### src/pwm_ppfd_pkg.sv
// Shared types and constants for the PWM pulse-pair frame decoder.
package pwm_ppfd_pkg;

    localparam int CFG_DATA_W  = 16;
    localparam int CFG_INDEX_W = 3;
    localparam int IDX_W       = 9;
    localparam int COUNT_W     = 7;
    localparam int LOW_W       = 64;
    localparam int HIGH_W      = 2;
    localparam int PCT_SCALE   = 100;

    localparam logic [CFG_INDEX_W-1:0] REG_SHORT_TIME      = 3'd0;
    localparam logic [CFG_INDEX_W-1:0] REG_LONG_TIME       = 3'd1;
    localparam logic [CFG_INDEX_W-1:0] REG_TOLERANCE_PCT   = 3'd2;
    localparam logic [CFG_INDEX_W-1:0] REG_PREAMBLE_PULSES = 3'd3;
    localparam logic [CFG_INDEX_W-1:0] REG_BIT_TARGET      = 3'd4;

    localparam logic [15:0] RST_SHORT_TIME      = 16'd400;
    localparam logic [15:0] RST_LONG_TIME       = 16'd800;
    localparam logic [6:0]  RST_TOLERANCE_PCT   = 7'd25;
    localparam logic [7:0]  RST_PREAMBLE_PULSES = 8'd0;
    localparam logic [6:0]  RST_BIT_TARGET      = 7'd66;

    typedef struct packed {
        logic [15:0] short_time;
        logic [15:0] long_time;
        logic [6:0]  tolerance_pct;
        logic [7:0]  preamble_pulses;
        logic [6:0]  bit_target;
    } cfg_t;

    typedef struct packed {
        logic matched;
        logic data_bit;
    } pair_t;

endpackage

### src/pwm_ppfd_in_if.sv
// Input channel: one measured pulse duration per beat.
interface pwm_ppfd_in_if #(
    parameter int TIME_WIDTH = 16
);
    logic                  valid;
    logic                  ready;
    logic [TIME_WIDTH-1:0] pulse_time;
    logic                  last_pulse;

    modport source (output valid, output pulse_time, output last_pulse, input ready);
    modport sink   (input valid, input pulse_time, input last_pulse, output ready);
endinterface

### src/pwm_ppfd_out_if.sv
// Output channel: one decoded frame result per beat.
interface pwm_ppfd_out_if;
    logic        valid;
    logic        ready;
    logic        frame_failed;
    logic [31:0] rolling_code;
    logic [27:0] serial_number;
    logic [3:0]  button_id;
    logic [1:0]  frame_status;
    logic [6:0]  bits_received;
    logic [63:0] raw_low_word;

    modport source (
        output valid, output frame_failed, output rolling_code, output serial_number,
        output button_id, output frame_status, output bits_received, output raw_low_word,
        input ready
    );
    modport sink (
        input valid, input frame_failed, input rolling_code, input serial_number,
        input button_id, input frame_status, input bits_received, input raw_low_word,
        output ready
    );
endinterface

### src/pwm_ppfd_cfg.sv
// Configuration register file of the PWM pulse-pair frame decoder.
module pwm_ppfd_cfg
    import pwm_ppfd_pkg::*;
(
    input  logic                   clk,
    input  logic                   rst_n,
    input  logic                   cfg_we,
    input  logic [CFG_INDEX_W-1:0] cfg_index,
    input  logic [CFG_DATA_W-1:0]  cfg_data,
    output cfg_t                   cfg
);

    cfg_t cfg_reg;
    cfg_t cfg_next;

    always_comb
    begin
        cfg_next = cfg_reg;
        if (cfg_we)
        begin
            unique case (cfg_index)
                REG_SHORT_TIME:      cfg_next.short_time      = cfg_data;
                REG_LONG_TIME:       cfg_next.long_time       = cfg_data;
                REG_TOLERANCE_PCT:   cfg_next.tolerance_pct   = cfg_data[6:0];
                REG_PREAMBLE_PULSES: cfg_next.preamble_pulses = cfg_data[7:0];
                REG_BIT_TARGET:      cfg_next.bit_target      = cfg_data[6:0];
                default:             cfg_next = cfg_reg;
            endcase
        end
    end

    always_ff @(posedge clk or negedge rst_n)
    begin
        if (!rst_n)
        begin
            cfg_reg.short_time      <= RST_SHORT_TIME;
            cfg_reg.long_time       <= RST_LONG_TIME;
            cfg_reg.tolerance_pct   <= RST_TOLERANCE_PCT;
            cfg_reg.preamble_pulses <= RST_PREAMBLE_PULSES;
            cfg_reg.bit_target      <= RST_BIT_TARGET;
        end
        else
        begin
            cfg_reg <= cfg_next;
        end
    end

    assign cfg = cfg_reg;

endmodule

### src/pwm_ppfd_decode.sv
// Pair classifier: matches a high/low duration pair against short and long times.
module pwm_ppfd_decode
    import pwm_ppfd_pkg::*;
#(
    parameter int TIME_WIDTH = 16
)
(
    input  logic [TIME_WIDTH-1:0] hi_time,
    input  logic [TIME_WIDTH-1:0] lo_time,
    input  cfg_t                  cfg,
    output pair_t                 pair
);

    localparam int PW = TIME_WIDTH + 8;

    logic [TIME_WIDTH-1:0] short_nom;
    logic [TIME_WIDTH-1:0] long_nom;
    logic [PW-1:0]         short_win;
    logic [PW-1:0]         long_win;
    logic                  hi_short;
    logic                  hi_long;
    logic                  lo_short;
    logic                  lo_long;

    // |d - nom| < floor(win/100)  <=>  100*(|d - nom| + 1) <= win
    function automatic logic near_time(
        input logic [TIME_WIDTH-1:0] d,
        input logic [TIME_WIDTH-1:0] nom,
        input logic [PW-1:0]         win
    );
        logic [TIME_WIDTH-1:0] diff;
        logic [PW-1:0]         lhs;
        diff = (d > nom) ? (d - nom) : (nom - d);
        lhs  = (PW'(diff) + PW'(1)) * PW'(PCT_SCALE);
        return lhs <= win;
    endfunction

    assign short_nom = TIME_WIDTH'(cfg.short_time);
    assign long_nom  = TIME_WIDTH'(cfg.long_time);
    assign short_win = PW'(short_nom) * PW'(cfg.tolerance_pct);
    assign long_win  = PW'(long_nom) * PW'(cfg.tolerance_pct);

    assign hi_short = near_time(hi_time, short_nom, short_win);
    assign hi_long  = near_time(hi_time, long_nom, long_win);
    assign lo_short = near_time(lo_time, short_nom, short_win);
    assign lo_long  = near_time(lo_time, long_nom, long_win);

    always_comb
    begin
        pair.matched  = 1'b0;
        pair.data_bit = 1'b0;
        if (hi_short && lo_long)
        begin
            pair.matched = 1'b1;
        end
        else if (hi_long && lo_short)
        begin
            pair.matched  = 1'b1;
            pair.data_bit = 1'b1;
        end
    end

endmodule

### src/pwm_pulse_pair_frame_decoder.sv
// Top level of the PWM pulse-pair frame decoder: input register, frame state, result register.
// The input register holds one beat; a last-pulse beat loads its result into the result register.
// Throughput: one pulse beat per cycle; only a last-pulse beat waits on a full result register.
// The decode path is one pass through the pair classifier between the two registers.
// Reset: configuration returns to its defaults, frame state clears, both registers empty.
module pwm_pulse_pair_frame_decoder
    import pwm_ppfd_pkg::*;
#(
    parameter int TIME_WIDTH = 16
)
(
    input  logic                   clk,
    input  logic                   rst_n,
    pwm_ppfd_in_if.sink            in_ch,
    pwm_ppfd_out_if.source         out_ch,
    input  logic                   cfg_we,
    input  logic [CFG_INDEX_W-1:0] cfg_index,
    input  logic [CFG_DATA_W-1:0]  cfg_data
);

    cfg_t  cfg;
    pair_t pair;

    logic                  pend_valid_reg;
    logic                  pend_last_reg;
    logic [TIME_WIDTH-1:0] pend_time_reg;

    logic [IDX_W-1:0]      idx_reg;
    logic [IDX_W-1:0]      idx_next;
    logic [TIME_WIDTH-1:0] held_reg;
    logic [TIME_WIDTH-1:0] held_next;
    logic [LOW_W-1:0]      low_reg;
    logic [LOW_W-1:0]      low_next;
    logic [HIGH_W-1:0]     high_reg;
    logic [HIGH_W-1:0]     high_next;
    logic [COUNT_W-1:0]    count_reg;
    logic [COUNT_W-1:0]    count_next;
    logic                  stopped_reg;
    logic                  stopped_next;

    logic                  res_valid_reg;
    logic                  res_failed_reg;
    logic [LOW_W-1:0]      res_low_reg;
    logic [HIGH_W-1:0]     res_high_reg;
    logic [COUNT_W-1:0]    res_count_reg;

    logic                  fire;
    logic                  skipped;
    logic                  frame_ok;
    logic [IDX_W-1:0]      pre;

    pwm_ppfd_cfg u_cfg (
        .clk       (clk),
        .rst_n     (rst_n),
        .cfg_we    (cfg_we),
        .cfg_index (cfg_index),
        .cfg_data  (cfg_data),
        .cfg       (cfg)
    );

    pwm_ppfd_decode #(
        .TIME_WIDTH (TIME_WIDTH)
    ) u_decode (
        .hi_time (held_reg),
        .lo_time (pend_time_reg),
        .cfg     (cfg),
        .pair    (pair)
    );

    assign fire = pend_valid_reg && (!pend_last_reg || !res_valid_reg || out_ch.ready);
    assign in_ch.ready = !pend_valid_reg || fire;
    assign pre = IDX_W'(cfg.preamble_pulses);

    always_comb
    begin
        idx_next     = idx_reg;
        held_next    = held_reg;
        low_next     = low_reg;
        high_next    = high_reg;
        count_next   = count_reg;
        stopped_next = stopped_reg;
        skipped      = 1'b0;
        if (idx_reg < pre)
        begin
            idx_next = idx_reg + IDX_W'(1);
            skipped  = 1'b1;
        end
        else if ((idx_reg[0] ^ pre[0]) == 1'b0)
        begin
            held_next = pend_time_reg;
            idx_next  = pre + IDX_W'(1);
        end
        else
        begin
            idx_next = pre;
            if (!stopped_reg && (count_reg < cfg.bit_target))
            begin
                if (pair.matched)
                begin
                    low_next   = {low_reg[LOW_W-2:0], pair.data_bit};
                    high_next  = {high_reg[0], low_reg[LOW_W-1]};
                    count_next = count_reg + COUNT_W'(1);
                end
                else
                begin
                    stopped_next = 1'b1;
                end
            end
        end
        frame_ok = !skipped && (count_next >= cfg.bit_target);
    end

    always_ff @(posedge clk or negedge rst_n)
    begin
        if (!rst_n)
        begin
            pend_valid_reg <= 1'b0;
        end
        else if (in_ch.ready)
        begin
            pend_valid_reg <= in_ch.valid;
        end
    end

    always_ff @(posedge clk)
    begin
        if (in_ch.valid && in_ch.ready)
        begin
            pend_time_reg <= in_ch.pulse_time;
            pend_last_reg <= in_ch.last_pulse;
        end
    end

    always_ff @(posedge clk or negedge rst_n)
    begin
        if (!rst_n)
        begin
            idx_reg     <= '0;
            held_reg    <= '0;
            low_reg     <= '0;
            high_reg    <= '0;
            count_reg   <= '0;
            stopped_reg <= 1'b0;
        end
        else if (fire)
        begin
            if (pend_last_reg)
            begin
                idx_reg     <= '0;
                held_reg    <= '0;
                low_reg     <= '0;
                high_reg    <= '0;
                count_reg   <= '0;
                stopped_reg <= 1'b0;
            end
            else
            begin
                idx_reg     <= idx_next;
                held_reg    <= held_next;
                low_reg     <= low_next;
                high_reg    <= high_next;
                count_reg   <= count_next;
                stopped_reg <= stopped_next;
            end
        end
    end

    always_ff @(posedge clk or negedge rst_n)
    begin
        if (!rst_n)
        begin
            res_valid_reg <= 1'b0;
        end
        else if (fire && pend_last_reg)
        begin
            res_valid_reg <= 1'b1;
        end
        else if (out_ch.ready)
        begin
            res_valid_reg <= 1'b0;
        end
    end

    always_ff @(posedge clk)
    begin
        if (fire && pend_last_reg)
        begin
            res_failed_reg <= !frame_ok;
            res_low_reg    <= frame_ok ? low_next : '0;
            res_high_reg   <= frame_ok ? high_next : '0;
            res_count_reg  <= count_next;
        end
    end

    assign out_ch.valid         = res_valid_reg;
    assign out_ch.frame_failed  = res_failed_reg;
    assign out_ch.rolling_code  = res_low_reg[31:0];
    assign out_ch.serial_number = res_low_reg[59:32];
    assign out_ch.button_id     = res_low_reg[63:60];
    assign out_ch.frame_status  = res_high_reg;
    assign out_ch.bits_received = res_count_reg;
    assign out_ch.raw_low_word  = res_low_reg;

    a_last_gives_result: assert property (@(posedge clk) disable iff (!rst_n)
        fire && pend_last_reg |=> res_valid_reg)
        else $error("last pulse beat did not load the result register");

    a_last_clears_state: assert property (@(posedge clk) disable iff (!rst_n)
        fire && pend_last_reg |=> idx_reg == '0 && count_reg == '0 && !stopped_reg)
        else $error("frame state not cleared after last pulse");

    a_failed_zero_payload: assert property (@(posedge clk) disable iff (!rst_n)
        res_valid_reg && res_failed_reg |-> res_low_reg == '0 && res_high_reg == '0)
        else $error("failed frame carries nonzero payload");

    a_idx_bound: assert property (@(posedge clk) disable iff (!rst_n)
        idx_reg <= IDX_W'(256))
        else $error("pulse index out of range");

endmodule

### src/flat_wrapper.sv
// flat-port wrapper written by rule: the top's interface ports become plain ports
module pwm_pulse_pair_frame_decoder_flat import pwm_ppfd_pkg::*;
#(
    parameter int TIME_WIDTH = 16
)
  (clk, rst_n, cfg_we, cfg_index, cfg_data, in_ch_valid, in_ch_pulse_time, in_ch_last_pulse, in_ch_ready, out_ch_valid, out_ch_frame_failed, out_ch_rolling_code, out_ch_serial_number, out_ch_button_id, out_ch_frame_status, out_ch_bits_received, out_ch_raw_low_word, out_ch_ready);
  pwm_ppfd_in_if #(.TIME_WIDTH(TIME_WIDTH)) in_ch_i ();
  pwm_ppfd_out_if out_ch_i ();
  input  logic clk;
  input  logic rst_n;
  input  logic cfg_we;
  input  logic [CFG_INDEX_W-1:0] cfg_index;
  input  logic [CFG_DATA_W-1:0] cfg_data;
  input wire logic [$bits(in_ch_i.valid)-1:0] in_ch_valid;
  input wire logic [$bits(in_ch_i.pulse_time)-1:0] in_ch_pulse_time;
  input wire logic [$bits(in_ch_i.last_pulse)-1:0] in_ch_last_pulse;
  output wire logic [$bits(in_ch_i.ready)-1:0] in_ch_ready;
  output wire logic [$bits(out_ch_i.valid)-1:0] out_ch_valid;
  output wire logic [$bits(out_ch_i.frame_failed)-1:0] out_ch_frame_failed;
  output wire logic [$bits(out_ch_i.rolling_code)-1:0] out_ch_rolling_code;
  output wire logic [$bits(out_ch_i.serial_number)-1:0] out_ch_serial_number;
  output wire logic [$bits(out_ch_i.button_id)-1:0] out_ch_button_id;
  output wire logic [$bits(out_ch_i.frame_status)-1:0] out_ch_frame_status;
  output wire logic [$bits(out_ch_i.bits_received)-1:0] out_ch_bits_received;
  output wire logic [$bits(out_ch_i.raw_low_word)-1:0] out_ch_raw_low_word;
  input wire logic [$bits(out_ch_i.ready)-1:0] out_ch_ready;
  assign in_ch_i.valid = in_ch_valid;
  assign in_ch_i.pulse_time = in_ch_pulse_time;
  assign in_ch_i.last_pulse = in_ch_last_pulse;
  assign in_ch_ready = in_ch_i.ready;
  assign out_ch_valid = out_ch_i.valid;
  assign out_ch_frame_failed = out_ch_i.frame_failed;
  assign out_ch_rolling_code = out_ch_i.rolling_code;
  assign out_ch_serial_number = out_ch_i.serial_number;
  assign out_ch_button_id = out_ch_i.button_id;
  assign out_ch_frame_status = out_ch_i.frame_status;
  assign out_ch_bits_received = out_ch_i.bits_received;
  assign out_ch_raw_low_word = out_ch_i.raw_low_word;
  assign out_ch_i.ready = out_ch_ready;
  pwm_pulse_pair_frame_decoder #(.TIME_WIDTH(TIME_WIDTH)) u_core (.clk(clk), .rst_n(rst_n), .in_ch(in_ch_i), .out_ch(out_ch_i), .cfg_we(cfg_we), .cfg_index(cfg_index), .cfg_data(cfg_data));
endmodule
### config.mk
export PLATFORM = sky130hd
export DESIGN_NAME = pwm_pulse_pair_frame_decoder_flat
export DESIGN_NICKNAME = d
export VERILOG_FILES = /design/src/pwm_ppfd_pkg.sv /design/src/pwm_ppfd_in_if.sv /design/src/pwm_ppfd_out_if.sv /design/src/pwm_ppfd_cfg.sv /design/src/pwm_ppfd_decode.sv /design/src/pwm_pulse_pair_frame_decoder.sv /design/src/flat_wrapper.sv
export SDC_FILE = /design/constraint.sdc
export NUM_CORES = 2
export LEC_CHECK = 0
export ABC_CLOCK_PERIOD_IN_PS = 14400
export BUFFER_PORTS_ARGS = -buffer_cell sky130_fd_sc_hd__buf_2
export CAP_MARGIN = 20
export CORE_MARGIN = 2
export CORE_UTILIZATION = 64
export CTS_CLUSTER_SIZE = 16
export DETAILED_ROUTE_END_ITERATION = 8
export PLACE_DENSITY = 0.91
export SETUP_SLACK_MARGIN = 0.3
export SYNTH_ARGS = -nofsm -noshare
export SYNTH_HDL_FRONTEND = slang
export SYNTH_SLANG_ARGS = --single-unit
export TNS_END_PERCENT = 50
### constraint.sdc
create_clock -name clk -period 14.4 [get_ports clk]
set_input_delay 2.16 -clock clk [delete_from_list [all_inputs] [get_ports clk]]
set_output_delay 2.16 -clock clk [all_outputs]
set_load 0.005 [all_outputs]
==> results.toml <==
[sta]
worstMarginPinSlew_ns = 1.012
rsz0062_at_grt = "no"
finalClockSkew_ns = 0.01552
whs_ns = 0.5308
report.final.setup_viol = 0
timing.fmax_ghz = 0.07509
period_minus_slack_ns = 13.32
setup_tns_ns = 0
finalWorstSetupSlack_ns = 1.082
finalHoldViolations = 0
finalCritPeriodShare_pct = 92.49
max_slew_margin_pct = 31.89
final-max-slew-violation-count = 0

[floorplan]
io_pins = 181
die_h_um = 232.4
dieArea_um2 = 54020
die_w_um = 232.4
rows = 83
start_util_pct = 64.96
design.core.area_um2 = 51410

[routing]
highest_layer = "met5"
drt_iter0_markers = 2918
post-route-drc-count = 0
wire_per_inst_um = 22.16
wl_um = 99470
dr_wl_met3_um = 10440
route.detailed.vias_per_inst = 6.483
final_antenna_net_count = 0
wl_met1_um = 39490
routed-via-count = 29100
routed-wl-met2_um = 44580
firstDrtPassIters = 7

[clock_network]
cts_hold_buffers = 0
cts_buffer_depth = 3
cts_tree = "yes"
cts_sinks = 246
htreeDepth = 1
clock_latency_ns = 0.54
clkTransAtPathRegs_ns = 0.07
cts_made_buffers = 24
clockRootBuffer = "clkbuf_16"

[critical_path]
crit_type = "reg2reg"
critPathBufInv = 5
crit_path_max_fanout = 40
critical_path_required_ns = 14.66
slowest_delay_ns = 0.82
end_kind = "flip-flop"
arrival_ns = 13.58
slowest_stage = "a222oi_1"
cpLargestDelayFamily = "compound AO/OA/AOI/OAI gates"
cp-start-kind = "flip-flop"

[place]
numPortBuffers = 180
place_congestion = 1.096
place_hpwl_um = 79630
dp_slack_ns = 1.121

[synthesis]
ys_types = 88
async_reset_ff_share_pct = 63.01
synth_nets = 4527
syn-cell-area_um2 = 33390
synth-seq-area-share_pct = 19.84
ys_ff_latch = 246
ys_warn_count = 0
synth_flop_cell = "dfrtp_1"
synth_edf_count = 91
syn-instance-count = 3760
avgSynthCellArea_um2 = 8.881

[final_layout]
layout_common_cells = "ha_1, inv_1, nand2_1"
drive_gt1_share_pct = 8.377
area_growth_pct = 5.313
num-nets-final = 4557
layout_commonest_cell = "ha_1"

[outcome]
status = "finished, final reports clean"

[grt]
grt_pass1_wl_um = 155700
antenna_found_initial = 3
grt_pass1_vias = 28580
grt_max_degree = 93
grt-ovfl-total = 0
grt_use_total_pct = 36.66

[job]
drv_cap = 0

[worst_hold_path]
hold_path_class = "reg2reg"
==> final timing paths <==
kind	from	endpoint	slack (ns)	cells after the start
setup / recovery	u_core.pend_time_reg[1]$_DFFE_PP_	u_core.out_ch.raw_low_word[61]$_SDFFCE_PN0P_	1.08	47
hold / removal	u_core.idx_reg[8]$_DFFE_PN0P_	u_core.idx_reg[8]$_DFFE_PN0P_	0.53	1
setup reg to reg	u_core.pend_time_reg[1]$_DFFE_PP_	u_core.out_ch.raw_low_word[61]$_SDFFCE_PN0P_	1.08	47
hold reg to reg	u_core.idx_reg[8]$_DFFE_PN0P_	u_core.idx_reg[8]$_DFFE_PN0P_	0.53	1
max in group asynchronous	rst_n	u_core.low_reg[9]$_DFFE_PN0P_	11.30	2
min in group asynchronous	rst_n	u_core.low_reg[51]$_DFFE_PN0P_	1.71	1
==> routing by layer <==
layer | vias up | GRT usage, %
li1 | 13070 | -
met3 | 355 | 6.863
met5 | - | 0
met1 | 14000 | 48.91
met4 | 2 | 15.04
met2 | 1681 | 58.68
==> stage by stage <==
| stage | utilization (%) | instances | instance area [um2] |
|---|---|---|---|
| 6_report | 68.41 | 4489 | 35170 |
| 5_1_grt | 68.40 | 4488 | 35160 |
| 4_1_cts | 68.36 | 4487 | 35140 |
| 3_5_place_dp | 66.78 | 4443 | 34330 |
| 3_3_place_gp | 66.75 | 4442 | 34310 |
| 2_1_floorplan | - | 3760 | 33390 |
==> what timing repair did <==
| action | CTS | global route |
|---|---|---|
| setup buffers | 0 | 0 |
| resized for setup | 0 | 4 |
| hold endpoints to repair | 0 | 0 |
| setup endpoints to repair | 0 | 40 |
==> layout make-up <==
class	count	area [um2]
Clock buffer	32	691.9
Sequential cell	246	6625
Clock inverter	12	120.1
Fill cell	3925	16240
Inverter	435	1633
Antenna cell	1	2.502
Tap cell	680	850.8
Timing Repair Buffer	199	1057
Multi-Input combinational cell	2884	24190
==> cell usage after synthesis, types with 14 or more instances <==
cell	n	area, um2
nand4_1	48	300.3
dfrtp_1	144	3603
o21ai_0	172	860.8
a21oi_1	179	895.9
buf_2	31	155.2
or3_1	21	131.4
mux2i_1	90	900.9
xor2_1	83	727.0
a211oi_1	30	225.2
o211ai_1	17	127.6
xnor2_1	148	1296
inv_1	435	1633
nor4_1	20	125.1
nor3_1	49	245.2
nor2_1	203	762.0
nand3_1	81	405.4
o21a_1	45	337.8
o22ai_1	14	87.58
and2_1	85	531.8
nor2b_1	46	287.8
a21o_1	85	638.1
clkbuf_1	94	352.8
ha_1	532	6656
nand2b_1	35	219.0
nand2_1	329	1235
buf_4	65	488.0
and3_1	25	156.4
edfxtp_1	91	2733
fa_1	194	3884
a31oi_1	29	181.4
mux2_2	26	292.8
o21bai_1	14	105.1
a22o_1	85	744.5
==> worst register-to-register path, delay by kind of cell (launching register included) <==
family	cells	cell delay (ns)
compound gates	18	4.13
fa+ha+maj	7	2.63
xor+xnor	3	0.58
buf+inv	5	1.35
flops	1	0.64
simple gates	14	3.71
==> cell families (layout without fill, tap and decap cells) <==
| kind of cell | after synthesis | in the layout | share of synthesized area (%) |
|---|---|---|---|
| AO/OA/AOI/OAI | 801 | 802 | 16.10 |
| XOR/XNOR | 232 | 232 | 6.108 |
| adder cells (fa/ha/maj) | 726 | 726 | 31.56 |
| buffers and inverters | 631 | 678 | 7.970 |
| flip-flops | 246 | 246 | 19.84 |
| multiplexers | 116 | 116 | 3.575 |
| other | 0 | 1 | 0 |
| AND/OR/NAND/NOR | 1008 | 1008 | 14.84 |
Power is not shown: default switching activity piles up to over one toggle a cycle in this logic, so the estimate is an artifact.
